**config.mk**
```make
export PLATFORM = sky130hd
export DESIGN_NAME = bit_repacker
export DESIGN_NICKNAME = d
export VERILOG_FILES = /design/src/hdl/brp_pkg.sv /design/src/hdl/brp_front.sv /design/src/hdl/brp_back.sv /design/src/hdl/bit_repacker.sv
export SDC_FILE = /design/constraint.sdc
export NUM_CORES = 1
export LEC_CHECK = 0
export BUFFER_PORTS_ARGS = -buffer_cell sky130_fd_sc_hd__buf_2
export CORE_MARGIN = 1
export CORE_UTILIZATION = 30
export CTS_CLUSTER_SIZE = 16
export DETAILED_ROUTE_END_ITERATION = 10
export SLEW_MARGIN = 20
export SYNTH_ARGS = -nofsm -noshare
export SYNTH_HDL_FRONTEND = slang
export SYNTH_SLANG_ARGS = --single-unit
```
**constraint.sdc**
```tcl
create_clock -name clk -period 11.2 [get_ports clk]
set_input_delay 1.12 -clock clk [delete_from_list [all_inputs] [get_ports clk]]
set_output_delay 1.12 -clock clk [all_outputs]
set_load 0.02 [all_outputs]
```
**src/hdl/brp_pkg.sv**
```systemverilog
`timescale 1ns / 1ps
// ============================================================================
// Bit repacker package
// Shared types, register indexes and bit helpers for the bit repacker.
// ============================================================================
package brp_pkg;

    localparam int MAX_SYMBOL_BITS = 8;
    localparam int WIDTH_W         = 4;
    localparam int INDEX_W         = 3;
    localparam int QDEPTH          = 2;

    localparam logic [INDEX_W-1:0] REG_IN_BITS      = 3'd0;
    localparam logic [INDEX_W-1:0] REG_OUT_BITS     = 3'd1;
    localparam logic [INDEX_W-1:0] REG_MSB_FIRST    = 3'd2;
    localparam logic [INDEX_W-1:0] REG_PACKET_MODE  = 3'd3;
    localparam logic [INDEX_W-1:0] REG_TRIM_TAIL    = 3'd4;

    localparam logic [WIDTH_W-1:0] IN_BITS_RESET  = 4'd8;
    localparam logic [WIDTH_W-1:0] OUT_BITS_RESET = 4'd1;

    typedef struct packed {
        logic [WIDTH_W-1:0] in_bits;
        logic [WIDTH_W-1:0] out_bits;
        logic               msb_first;
        logic               packet_mode;
        logic               trim_tail;
    } cfg_t;

    // symbol in stream order: bit 0 is the first bit to be packed
    typedef struct packed {
        logic [7:0]         bits;
        logic [WIDTH_W-1:0] count;
        logic               last;
    } item_t;

    typedef struct packed {
        logic [7:0] out_byte;
        logic       run_last;
        logic       packet_last;
    } result_t;

    function automatic logic [WIDTH_W-1:0] clamp_width(input logic [WIDTH_W-1:0] v);
        logic [WIDTH_W-1:0] r;
        if (v == '0)
            r = WIDTH_W'(1);
        else if (v > WIDTH_W'(MAX_SYMBOL_BITS))
            r = WIDTH_W'(MAX_SYMBOL_BITS);
        else
            r = v;
        return r;
    endfunction

    function automatic logic [7:0] rev8(input logic [7:0] v);
        logic [7:0] r;
        for (int i = 0; i < 8; i++)
        begin
            r[i] = v[7-i];
        end
        return r;
    endfunction

    function automatic logic [7:0] low_mask(input logic [WIDTH_W-1:0] n);
        logic [8:0] m;
        m = (9'd1 << n) - 9'd1;
        return m[7:0];
    endfunction

endpackage

```
**src/hdl/brp_front.sv**
```systemverilog
`timescale 1ns / 1ps
// ============================================================================
// Bit repacker front end
// Accepts input beats, puts the symbol bits in stream order and queues them.
// ============================================================================
module brp_front
    import brp_pkg::*;
(
    input  logic       clk,
    input  logic       rst_n,
    input  cfg_t       cfg,
    input  logic       push,
    output logic       full,
    input  logic [7:0] data_byte,
    input  logic       packet_end,
    output logic       item_valid,
    output item_t      item,
    input  logic       item_pop
);

    item_t      mem_reg [QDEPTH];
    logic       wr_ptr_reg, wr_ptr_next;
    logic       rd_ptr_reg, rd_ptr_next;
    logic [1:0] count_reg, count_next;
    item_t      in_item;
    logic       wr_en;
    logic       rd_en;

    always_comb
    begin
        in_item.count = cfg.in_bits;
        in_item.last  = packet_end & cfg.packet_mode;
        if (cfg.msb_first)
            in_item.bits = rev8(data_byte) >> (WIDTH_W'(MAX_SYMBOL_BITS) - cfg.in_bits);
        else
            in_item.bits = data_byte & low_mask(cfg.in_bits);
    end

    assign full       = (count_reg == 2'(QDEPTH));
    assign item_valid = (count_reg != 2'd0);
    assign item       = mem_reg[rd_ptr_reg];
    assign wr_en      = push & ~full;
    assign rd_en      = item_pop & item_valid;

    always_comb
    begin
        wr_ptr_next = wr_ptr_reg ^ wr_en;
        rd_ptr_next = rd_ptr_reg ^ rd_en;
        count_next  = count_reg + 2'(wr_en) - 2'(rd_en);
    end

    always_ff @(posedge clk or negedge rst_n)
    begin
        if (!rst_n)
        begin
            wr_ptr_reg <= 1'b0;
            rd_ptr_reg <= 1'b0;
            count_reg  <= 2'd0;
        end
        else
        begin
            wr_ptr_reg <= wr_ptr_next;
            rd_ptr_reg <= rd_ptr_next;
            count_reg  <= count_next;
        end
    end

    always_ff @(posedge clk)
    begin
        if (wr_en)
        begin
            mem_reg[wr_ptr_reg] <= in_item;
        end
    end

    a_count_range: assert property (@(posedge clk) disable iff (!rst_n)
        count_reg <= 2'(QDEPTH))
        else $error("front queue count out of range");

    a_pop_nonempty: assert property (@(posedge clk) disable iff (!rst_n)
        (count_reg == 2'd0) |=> (count_reg <= 2'd1))
        else $error("front queue underflow");

    a_count_track: assert property (@(posedge clk) disable iff (!rst_n)
        (wr_en && !rd_en) |=> (count_reg == $past(count_reg) + 2'd1))
        else $error("front queue lost a beat");

endmodule

```
**src/hdl/brp_back.sv**
```systemverilog
`timescale 1ns / 1ps
// ============================================================================
// Bit repacker back end
// Packs queued symbol bits into output groups; stalls while the output queue is full.
// ============================================================================
module brp_back
    import brp_pkg::*;
(
    input  logic       clk,
    input  logic       rst_n,
    input  cfg_t       cfg,
    input  logic       clear_partial,
    input  logic       item_valid,
    input  item_t      item,
    output logic       item_pop,
    output logic       empty,
    input  logic       pop,
    output logic [7:0] out_byte,
    output logic       run_last,
    output logic       packet_last
);

    logic [7:0]         group_reg, group_next;
    logic [2:0]         pcount_reg, pcount_next;
    logic               cur_valid_reg, cur_valid_next;
    item_t              cur_reg, cur_next;

    result_t            oq_mem_reg [QDEPTH];
    logic               oq_wr_ptr_reg, oq_rd_ptr_reg;
    logic [1:0]         oq_count_reg, oq_count_next;

    item_t              act;
    logic               go;
    logic [WIDTH_W-1:0] c_ext;
    logic [WIDTH_W-1:0] room;
    logic [WIDTH_W-1:0] take;
    logic [7:0]         chunk;
    logic [7:0]         placed;
    logic [7:0]         new_group;
    logic [WIDTH_W-1:0] c2;
    logic [WIDTH_W-1:0] m2;
    logic               grp_full;
    logic               done;
    logic               more_out;
    logic               emit;
    result_t            res;
    logic               oq_rd;

    always_comb
    begin
        act       = cur_valid_reg ? cur_reg : item;
        go        = (cur_valid_reg | item_valid) & (oq_count_reg != 2'(QDEPTH));
        c_ext     = WIDTH_W'(pcount_reg);
        room      = cfg.out_bits - c_ext;
        take      = (room < act.count) ? room : act.count;
        chunk     = act.bits & low_mask(take);
        if (cfg.msb_first)
            placed = rev8(chunk) >> (WIDTH_W'(MAX_SYMBOL_BITS) - cfg.out_bits + c_ext);
        else
            placed = chunk << pcount_reg;
        new_group = group_reg | placed;
        c2        = c_ext + take;
        m2        = act.count - take;
        grp_full  = (c2 == cfg.out_bits);
        done      = (m2 == '0);
        // another beat follows from this item if the rest fills a group or is flushed
        more_out  = (m2 >= cfg.out_bits) | (~done & act.last & ~cfg.trim_tail);

        emit            = 1'b0;
        res.out_byte    = new_group;
        res.run_last    = ~more_out;
        res.packet_last = ~more_out & act.last;
        group_next      = group_reg;
        pcount_next     = pcount_reg;
        cur_valid_next  = cur_valid_reg;
        cur_next        = cur_reg;

        if (go)
        begin
            if (grp_full)
            begin
                emit        = 1'b1;
                group_next  = '0;
                pcount_next = '0;
            end
            else if (act.last)
            begin
                emit        = ~cfg.trim_tail;
                group_next  = '0;
                pcount_next = '0;
            end
            else
            begin
                group_next  = new_group;
                pcount_next = c2[2:0];
            end

            cur_valid_next = ~done;
            cur_next.bits  = act.bits >> take;
            cur_next.count = m2;
            cur_next.last  = act.last;
        end

        if (clear_partial)
        begin
            group_next  = '0;
            pcount_next = '0;
        end
    end

    assign item_pop = go & ~cur_valid_reg;

    // output queue
    assign empty       = (oq_count_reg == 2'd0);
    assign oq_rd       = pop & ~empty;
    assign out_byte    = oq_mem_reg[oq_rd_ptr_reg].out_byte;
    assign run_last    = oq_mem_reg[oq_rd_ptr_reg].run_last;
    assign packet_last = oq_mem_reg[oq_rd_ptr_reg].packet_last;
    assign oq_count_next = oq_count_reg + 2'(emit) - 2'(oq_rd);

    always_ff @(posedge clk or negedge rst_n)
    begin
        if (!rst_n)
        begin
            group_reg     <= '0;
            pcount_reg    <= '0;
            cur_valid_reg <= 1'b0;
            oq_wr_ptr_reg <= 1'b0;
            oq_rd_ptr_reg <= 1'b0;
            oq_count_reg  <= 2'd0;
        end
        else
        begin
            group_reg     <= group_next;
            pcount_reg    <= pcount_next;
            cur_valid_reg <= cur_valid_next;
            oq_wr_ptr_reg <= oq_wr_ptr_reg ^ emit;
            oq_rd_ptr_reg <= oq_rd_ptr_reg ^ oq_rd;
            oq_count_reg  <= oq_count_next;
        end
    end

    always_ff @(posedge clk)
    begin
        cur_reg <= cur_next;
        if (emit)
        begin
            oq_mem_reg[oq_wr_ptr_reg] <= res;
        end
    end

    a_partial_below_width: assert property (@(posedge clk) disable iff (!rst_n)
        WIDTH_W'(pcount_reg) < cfg.out_bits)
        else $error("partial group reached output width");

    a_no_oq_overflow: assert property (@(posedge clk) disable iff (!rst_n)
        emit |-> (oq_count_reg != 2'(QDEPTH)))
        else $error("output queue overflow");

    a_packet_last_is_run_last: assert property (@(posedge clk) disable iff (!rst_n)
        (emit && res.packet_last) |-> res.run_last)
        else $error("packet end not on last beat of item");

    a_remainder_nonzero: assert property (@(posedge clk) disable iff (!rst_n)
        cur_valid_reg |-> (cur_reg.count != '0))
        else $error("held item with no bits left");

endmodule

```
**src/hdl/bit_repacker.sv**
```systemverilog
`timescale 1ns / 1ps
// ============================================================================
// Bit repacker
// Regroups symbols of in_bits bits into output bytes of out_bits bits.
// ============================================================================
// A beat is registered in the front queue; the groups it completes are
// registered in the output queue before they reach the outputs.
// The back end works on one beat at a time and takes the next only once all
// bits of the current one are used; it stalls only while the two-entry output
// queue is full.
// Reset clears both queues and the partial group, and loads in_bits 8,
// out_bits 1 and the flags at zero.
module bit_repacker
    import brp_pkg::*;
(
    input  logic               clk,
    input  logic               rst_n,
    input  logic               wr_en,
    input  logic [INDEX_W-1:0] wr_index,
    input  logic [WIDTH_W-1:0] wr_data,
    input  logic               push,
    output logic               full,
    input  logic [7:0]         data_byte,
    input  logic               packet_end,
    output logic               empty,
    input  logic               pop,
    output logic [7:0]         out_byte,
    output logic               run_last,
    output logic               packet_last
);

    cfg_t  cfg_reg, cfg_next;
    logic  clear_partial;
    logic  item_valid;
    item_t item;
    logic  item_pop;

    always_comb
    begin
        cfg_next      = cfg_reg;
        clear_partial = 1'b0;
        if (wr_en)
        begin
            case (wr_index)
                REG_IN_BITS:
                begin
                    cfg_next.in_bits = clamp_width(wr_data);
                    clear_partial    = 1'b1;
                end
                REG_OUT_BITS:
                begin
                    cfg_next.out_bits = clamp_width(wr_data);
                    clear_partial     = 1'b1;
                end
                REG_MSB_FIRST:    cfg_next.msb_first    = wr_data[0];
                REG_PACKET_MODE:  cfg_next.packet_mode  = wr_data[0];
                REG_TRIM_TAIL:    cfg_next.trim_tail    = wr_data[0];
                default:          cfg_next = cfg_reg;
            endcase
        end
    end

    always_ff @(posedge clk or negedge rst_n)
    begin
        if (!rst_n)
        begin
            cfg_reg.in_bits      <= IN_BITS_RESET;
            cfg_reg.out_bits     <= OUT_BITS_RESET;
            cfg_reg.msb_first    <= 1'b0;
            cfg_reg.packet_mode  <= 1'b0;
            cfg_reg.trim_tail    <= 1'b0;
        end
        else
        begin
            cfg_reg <= cfg_next;
        end
    end

    brp_front u_front (
        .clk        (clk),
        .rst_n      (rst_n),
        .cfg        (cfg_reg),
        .push       (push),
        .full       (full),
        .data_byte  (data_byte),
        .packet_end (packet_end),
        .item_valid (item_valid),
        .item       (item),
        .item_pop   (item_pop)
    );

    brp_back u_back (
        .clk           (clk),
        .rst_n         (rst_n),
        .cfg           (cfg_reg),
        .clear_partial (clear_partial),
        .item_valid    (item_valid),
        .item          (item),
        .item_pop      (item_pop),
        .empty         (empty),
        .pop           (pop),
        .out_byte      (out_byte),
        .run_last      (run_last),
        .packet_last   (packet_last)
    );

endmodule
```
# Yosys cells after proc, flatten, opt, wreduce, memory -nomap -nowiden
# Memories as Yosys holds them, arrays and structs flattened.
# Cells that the tools add are included.
# word_totals
reg_bits	44
mem_bits_rw	46
inputBits	21
out_inout_bits	12
word_cells	106
memories	2
# classes
n_addsub	12
order_cmp	3
n_eq_ne	7
n_shift	6
mux	23
bitwise_logic	24
reduce_logical	12
# mem_list
name	words	width	read_ports	rd_clocked_by_memory_dff	write_ports	line_no	rtl
u_front.mem_reg	2	13	1	0	1	brp_front.sv:21	item_t mem_reg [QDEPTH];
u_back.oq_mem_reg	2	10	1	0	1	brp_back.sv:28	result_t oq_mem_reg [QDEPTH];
# op_table
operator	count
$mux 8	6
$shr 8x4->8	3
$and 8x8->8	2
$shl 1x4->8 const A	2
$sub 8x1->8 const B	2
$mux 13	1
$mux 3	4
$mux 4	3
$reduce_and 2->1	5
$and 1x1->1	9
$mux 1	9
$logic_not 4->1	2
$or 8x8->8	1
$shl 8x3->8	1
$sub 4x4->4 const A	2
$eq 3x2->1 const B	2
$not 1->1	6
$add 2x1->2	2
$add 3x4->4	1
$add 4x3->4	1
$eq 4x4->1	1
$ge 4x4->1	1
$gt 4x4->1 const B	1
$lt 4x4->1	1
other kinds (13)	19

# Longest topological paths before layout
# An unclocked memory read counts as a cell.
# logic_depth
depth_word	14
mapped_depth	24
mapped_depth_nobuf	23

# Hierarchy
# A second synthesis with hierarchy kept.
# hier_totals
cells_unflattened	587
area_unflattened_um2	6304.8
# modules_own_cells
mod	n_inst	cells_each	area_each_um2	seq_area_each_um2
brp_back	1	414	4002.6	1391.3
brp_front	1	141	1788.0	880.8
bit_repacker	1	32	514.2	277.8

# Least setup slack after synthesis
# OpenSTA, ideal clock, no wires.
# synth_path
kind	register -> register
start	reg u_back.pcount_reg[1]
end	mem u_back.oq_mem_reg[1][0] in the netlist's numbering, enable pin
setup_ns	0.343
arrival_ns	4.764
required_time_ns	10.857
slack_ns	6.093
path_stages_with_launch	21
path_buffers	3
period_less_slack_ns	5.107
path_cell_list	dfrtp_1 clkbuf_1 clkinv_1 ha_1 a21o_1 a21o_1 xnor2_1 ha_1 a21oi_1 o21ai_0 a21o_1 buf_4 inv_4 clkbuf_1 ha_1 fa_1 xnor2_1 nand4_1 o21ai_0 and2_1 ha_1
# synth_between
elab_chain_cells	9
# synth_lines
item	line_no	rtl
start: declaration	brp_back.sv:24	logic [2:0] pcount_reg, pcount_next;
start signal: assignment	brp_back.sv:135	pcount_reg <= pcount_next;
$sub 4x3->4	brp_back.sv:54	room = cfg.out_bits - c_ext;
$lt 4x4->1	brp_back.sv:55	take = (room < act.count) ? room : act.count;
$mux 4	brp_back.sv:55	
$add 3x4->4 *	brp_back.sv:62	c2 = c_ext + take;
$eq 4x4->1 *	brp_back.sv:64	grp_full = (c2 == cfg.out_bits);
$mux 1 *	brp_back.sv:80	if (grp_full)
$mux 1 *	brp_back.sv:78	if (go)
$mux 1 *	brp_back.sv:146	if (emit)
$mux 1 (not written as such) *	brp_back.sv:148	oq_mem_reg[oq_wr_ptr_reg] <= res;
end: declaration	brp_back.sv:28	
# Mark *: on every way between the ends. The rest lies on a longest branch, timed or not.

# Final worst setup path
# layout_path
start	reg u_back.pcount_reg[1]
end	mem u_back.oq_mem_reg[1][4] in the netlist's numbering, enable pin
# The elaborated chain is that of the path after synthesis.

==> metrics.txt <==
Sequential Area between 0.002 and 0.003 sq mm; commonest cells in the netlist nand2_1 (68), edfxtp_1 (59), o21ai_0 (48); GR Util All Layers between 10 and 15%; clock buffer depth 2; startpoint types flip-flop; Synth warnings 0; Primary FF master, synth edfxtp_1; asr flop ratio synth 34.4%; worst reg2reg path depth 18; Hold WC Path Type reg2reg; Mapped Nets around 720; post-synthesis share of cell area spent on xor and xnor gates between 2 and 3%; vias in the first global route 4742; final slew viol count 0; critical path data arrival time approximately 5.8 ns; clk slew on worst S/H paths roughly 0.06 ns; die extent in y around 150 um; root buf cell clkbuf_16; drt total wl roughly 16000 um; Core Rows 53; Max-Cap Viols 0; outcome finished clean; # fillers between 2000 and 2500; area of the multi-input gates 0.00354 sq mm; DIE AREA about 0.022 sq mm; share of synthesized cell area in full adder, half adder and majority cells roughly 8.2%; TritonCTS clock tree yes; crit end category flip-flop; Worst-Margin Slew approximately 0.9 ns; post-DR wirelength/cell between 15 and 20 um; # port buffers 32; First-pass DRT Iterations 5; crit share post-route 51.8%; Tmin final between 5 and 6 ns; Avg Inst Size Synth about 10 sq um; Boundary Pins 33; Remaining Overflow, GRT 0; Peak Freq 172 MHz; NumNets Final between 700 and 800; core area around 0.021 sq mm; total clock sinks 90; Antenna Nets Post-Route 0; hold path depth 1; Clock Skews ~0.012 ns; sequential-to-total area share from yosys stat between 30% and 40%; EDFF count, synth 59; drt first-iter violations about 380; max reg flops 26; Cells after Synth 657; Die X ~150 um; routability cong. between 0.9 and 1; area added between synthesis and finish 10.9%; largest net degree at the start of global routing 32; Hold Violations, Final 0; first-pass GRT wire length between 20000 and 30000 um; mux share of post-synthesis cell area under 10%; worst path required time approximately 11 ns; post-synth cell types 84; Post-CTS Setup Bufs 0; Initial Util between 30% and 40%; top cell type's share of synthesized area ~28%; Post-CTS Hold Fix Bufs 0; diode count 0; unrepaired setup endpoints after global routing false; vias per inst ~5.3; post-detail-place hpwl 11900 um; critical path class reg2reg; worst-path maximum fanout 13; final setup fails 0; CTS Buf Count 9; CTS HTree Levels 3; Mapped Area 0.00639 sq mm; worst skew pair latency around 0.35 ns; initial antenna violation count 0; Yosys top cell by area edfxtp_1; largest cells by area after synthesis edfxtp_1 (28%), dfrtp_1 (11%), ha_1 (7.2%), nand2_1 (4.0%), mux2i_1 (3.8%); routed vias just over 5000; Compound-Gate Fraction of Synth Area about 23%; cts repair resizes 0; most frequent cell after synthesis nand2_1; layout cells sized above 1 14.4%; Rel. slew slack 40.4%; setup total negative slack 0 ns; DRC Markers 0; simple-gate share of the synthesized area a little over an eighth; flops & latches, synth 90; largest family of logic cells by synthesized area compound AO/OA/AOI/OAI gates
-- final timing paths --
check,endpoint,slack (ns),startpoint
setup / recovery,u_back.oq_mem_reg[1][4]$_DFFE_PP_,5.40,u_back.pcount_reg[1]$_DFFE_PN0P_
hold reg to reg,u_front.count_reg[1]$_DFF_PN0_,0.49,u_front.count_reg[1]$_DFF_PN0_
hold / removal,u_front.count_reg[1]$_DFF_PN0_,0.49,u_front.count_reg[1]$_DFF_PN0_
max in group asynchronous,cfg_reg[1]$_DFFE_PN0P_,9.83,rst_n
setup reg to reg,u_back.oq_mem_reg[1][4]$_DFFE_PP_,5.40,u_back.pcount_reg[1]$_DFFE_PN0P_
min in group asynchronous,u_back.group_reg[0]$_DFFE_PN0P_,0.86,rst_n
-- layer usage --
layer / vias to the layer above / track usage, % / routed length [um]
met3: 36 / 2.28 / 737
met5: - / 0 / 0
met2: 169 / 23.3 / 7380
met4: 0 / 6.55 / 420
met1: 2411 / 20.4 / 7190
li1: 2481 / - / -
-- cell type report --
class / count / area share, %
timing repair buffer: 36 / 2.68
tap: 275 / 4.85
inverter: 46 / 2.47
clock inverter: 6 / 0.918
sequential: 90 / 36.0
multi-input combinational: 493 / 49.9
clock buffer: 10 / 3.23
-- layout by cell type (no fill, tap or decap), types with 9 or more instances in the layout --
cell type / count
a21oi_1: 31
xnor2_1: 15
mux2_2: 17
edfxtp_1: 59
ha_1: 37
a211oi_1: 11
mux2i_1: 24
clkbuf_16: 9
dfrtp_1: 29
inv_1: 41
a21o_1: 12
nand3_1: 19
nor2b_1: 14
nand2_1: 68
nor2_1: 46
o211ai_1: 10
buf_2: 32
nor3_1: 11
o21ai_0: 48
-- worst max-delay path: stages (launching register included) --
cell and delay, ns:
dfrtp_1 0.63, clkinv_1 0.44, ha_1 0.32, a21o_1 0.15, a21o_1 0.18, xnor2_1 0.20, ha_1 0.31, a21o_1 0.25
a211o_1 0.35, o211a_1 0.15, nor2_1 0.61, inv_1 0.25, ha_1 0.37, xnor2_1 0.23, xnor2_1 0.14, nand4_1 0.10
o21ai_0 0.08, and2_1 0.21, ha_1 0.45
-- metrics by stage --
step	setup slack (ns)	utilization (%)	cell area, sq um	hold WS [ns]	instances
after floorplan	6.09	-	6390	0.457	657
after global placement	5.56	32.4	6800	0.480	940
after detailed placement	5.48	32.4	6800	0.482	940
after CTS	5.42	33.8	7090	0.494	956
after global routing	4.86	33.8	7090	0.525	956
final	5.40	33.8	7090	0.493	956
-- cell families (layout without fill, tap and decap cells) --
family,count (synthesis),after routing
multiplexers,44,44
AO/OA/AOI/OAI,199,199
buffers and inverters,74,98
flip-flops,90,90
XOR/XNOR,20,20
adder cells (fa/ha/maj),40,40
AND/OR/NAND/NOR,190,190
Power is not shown: default switching activity piles up to over one toggle a cycle in this logic, so the estimate is an artifact.
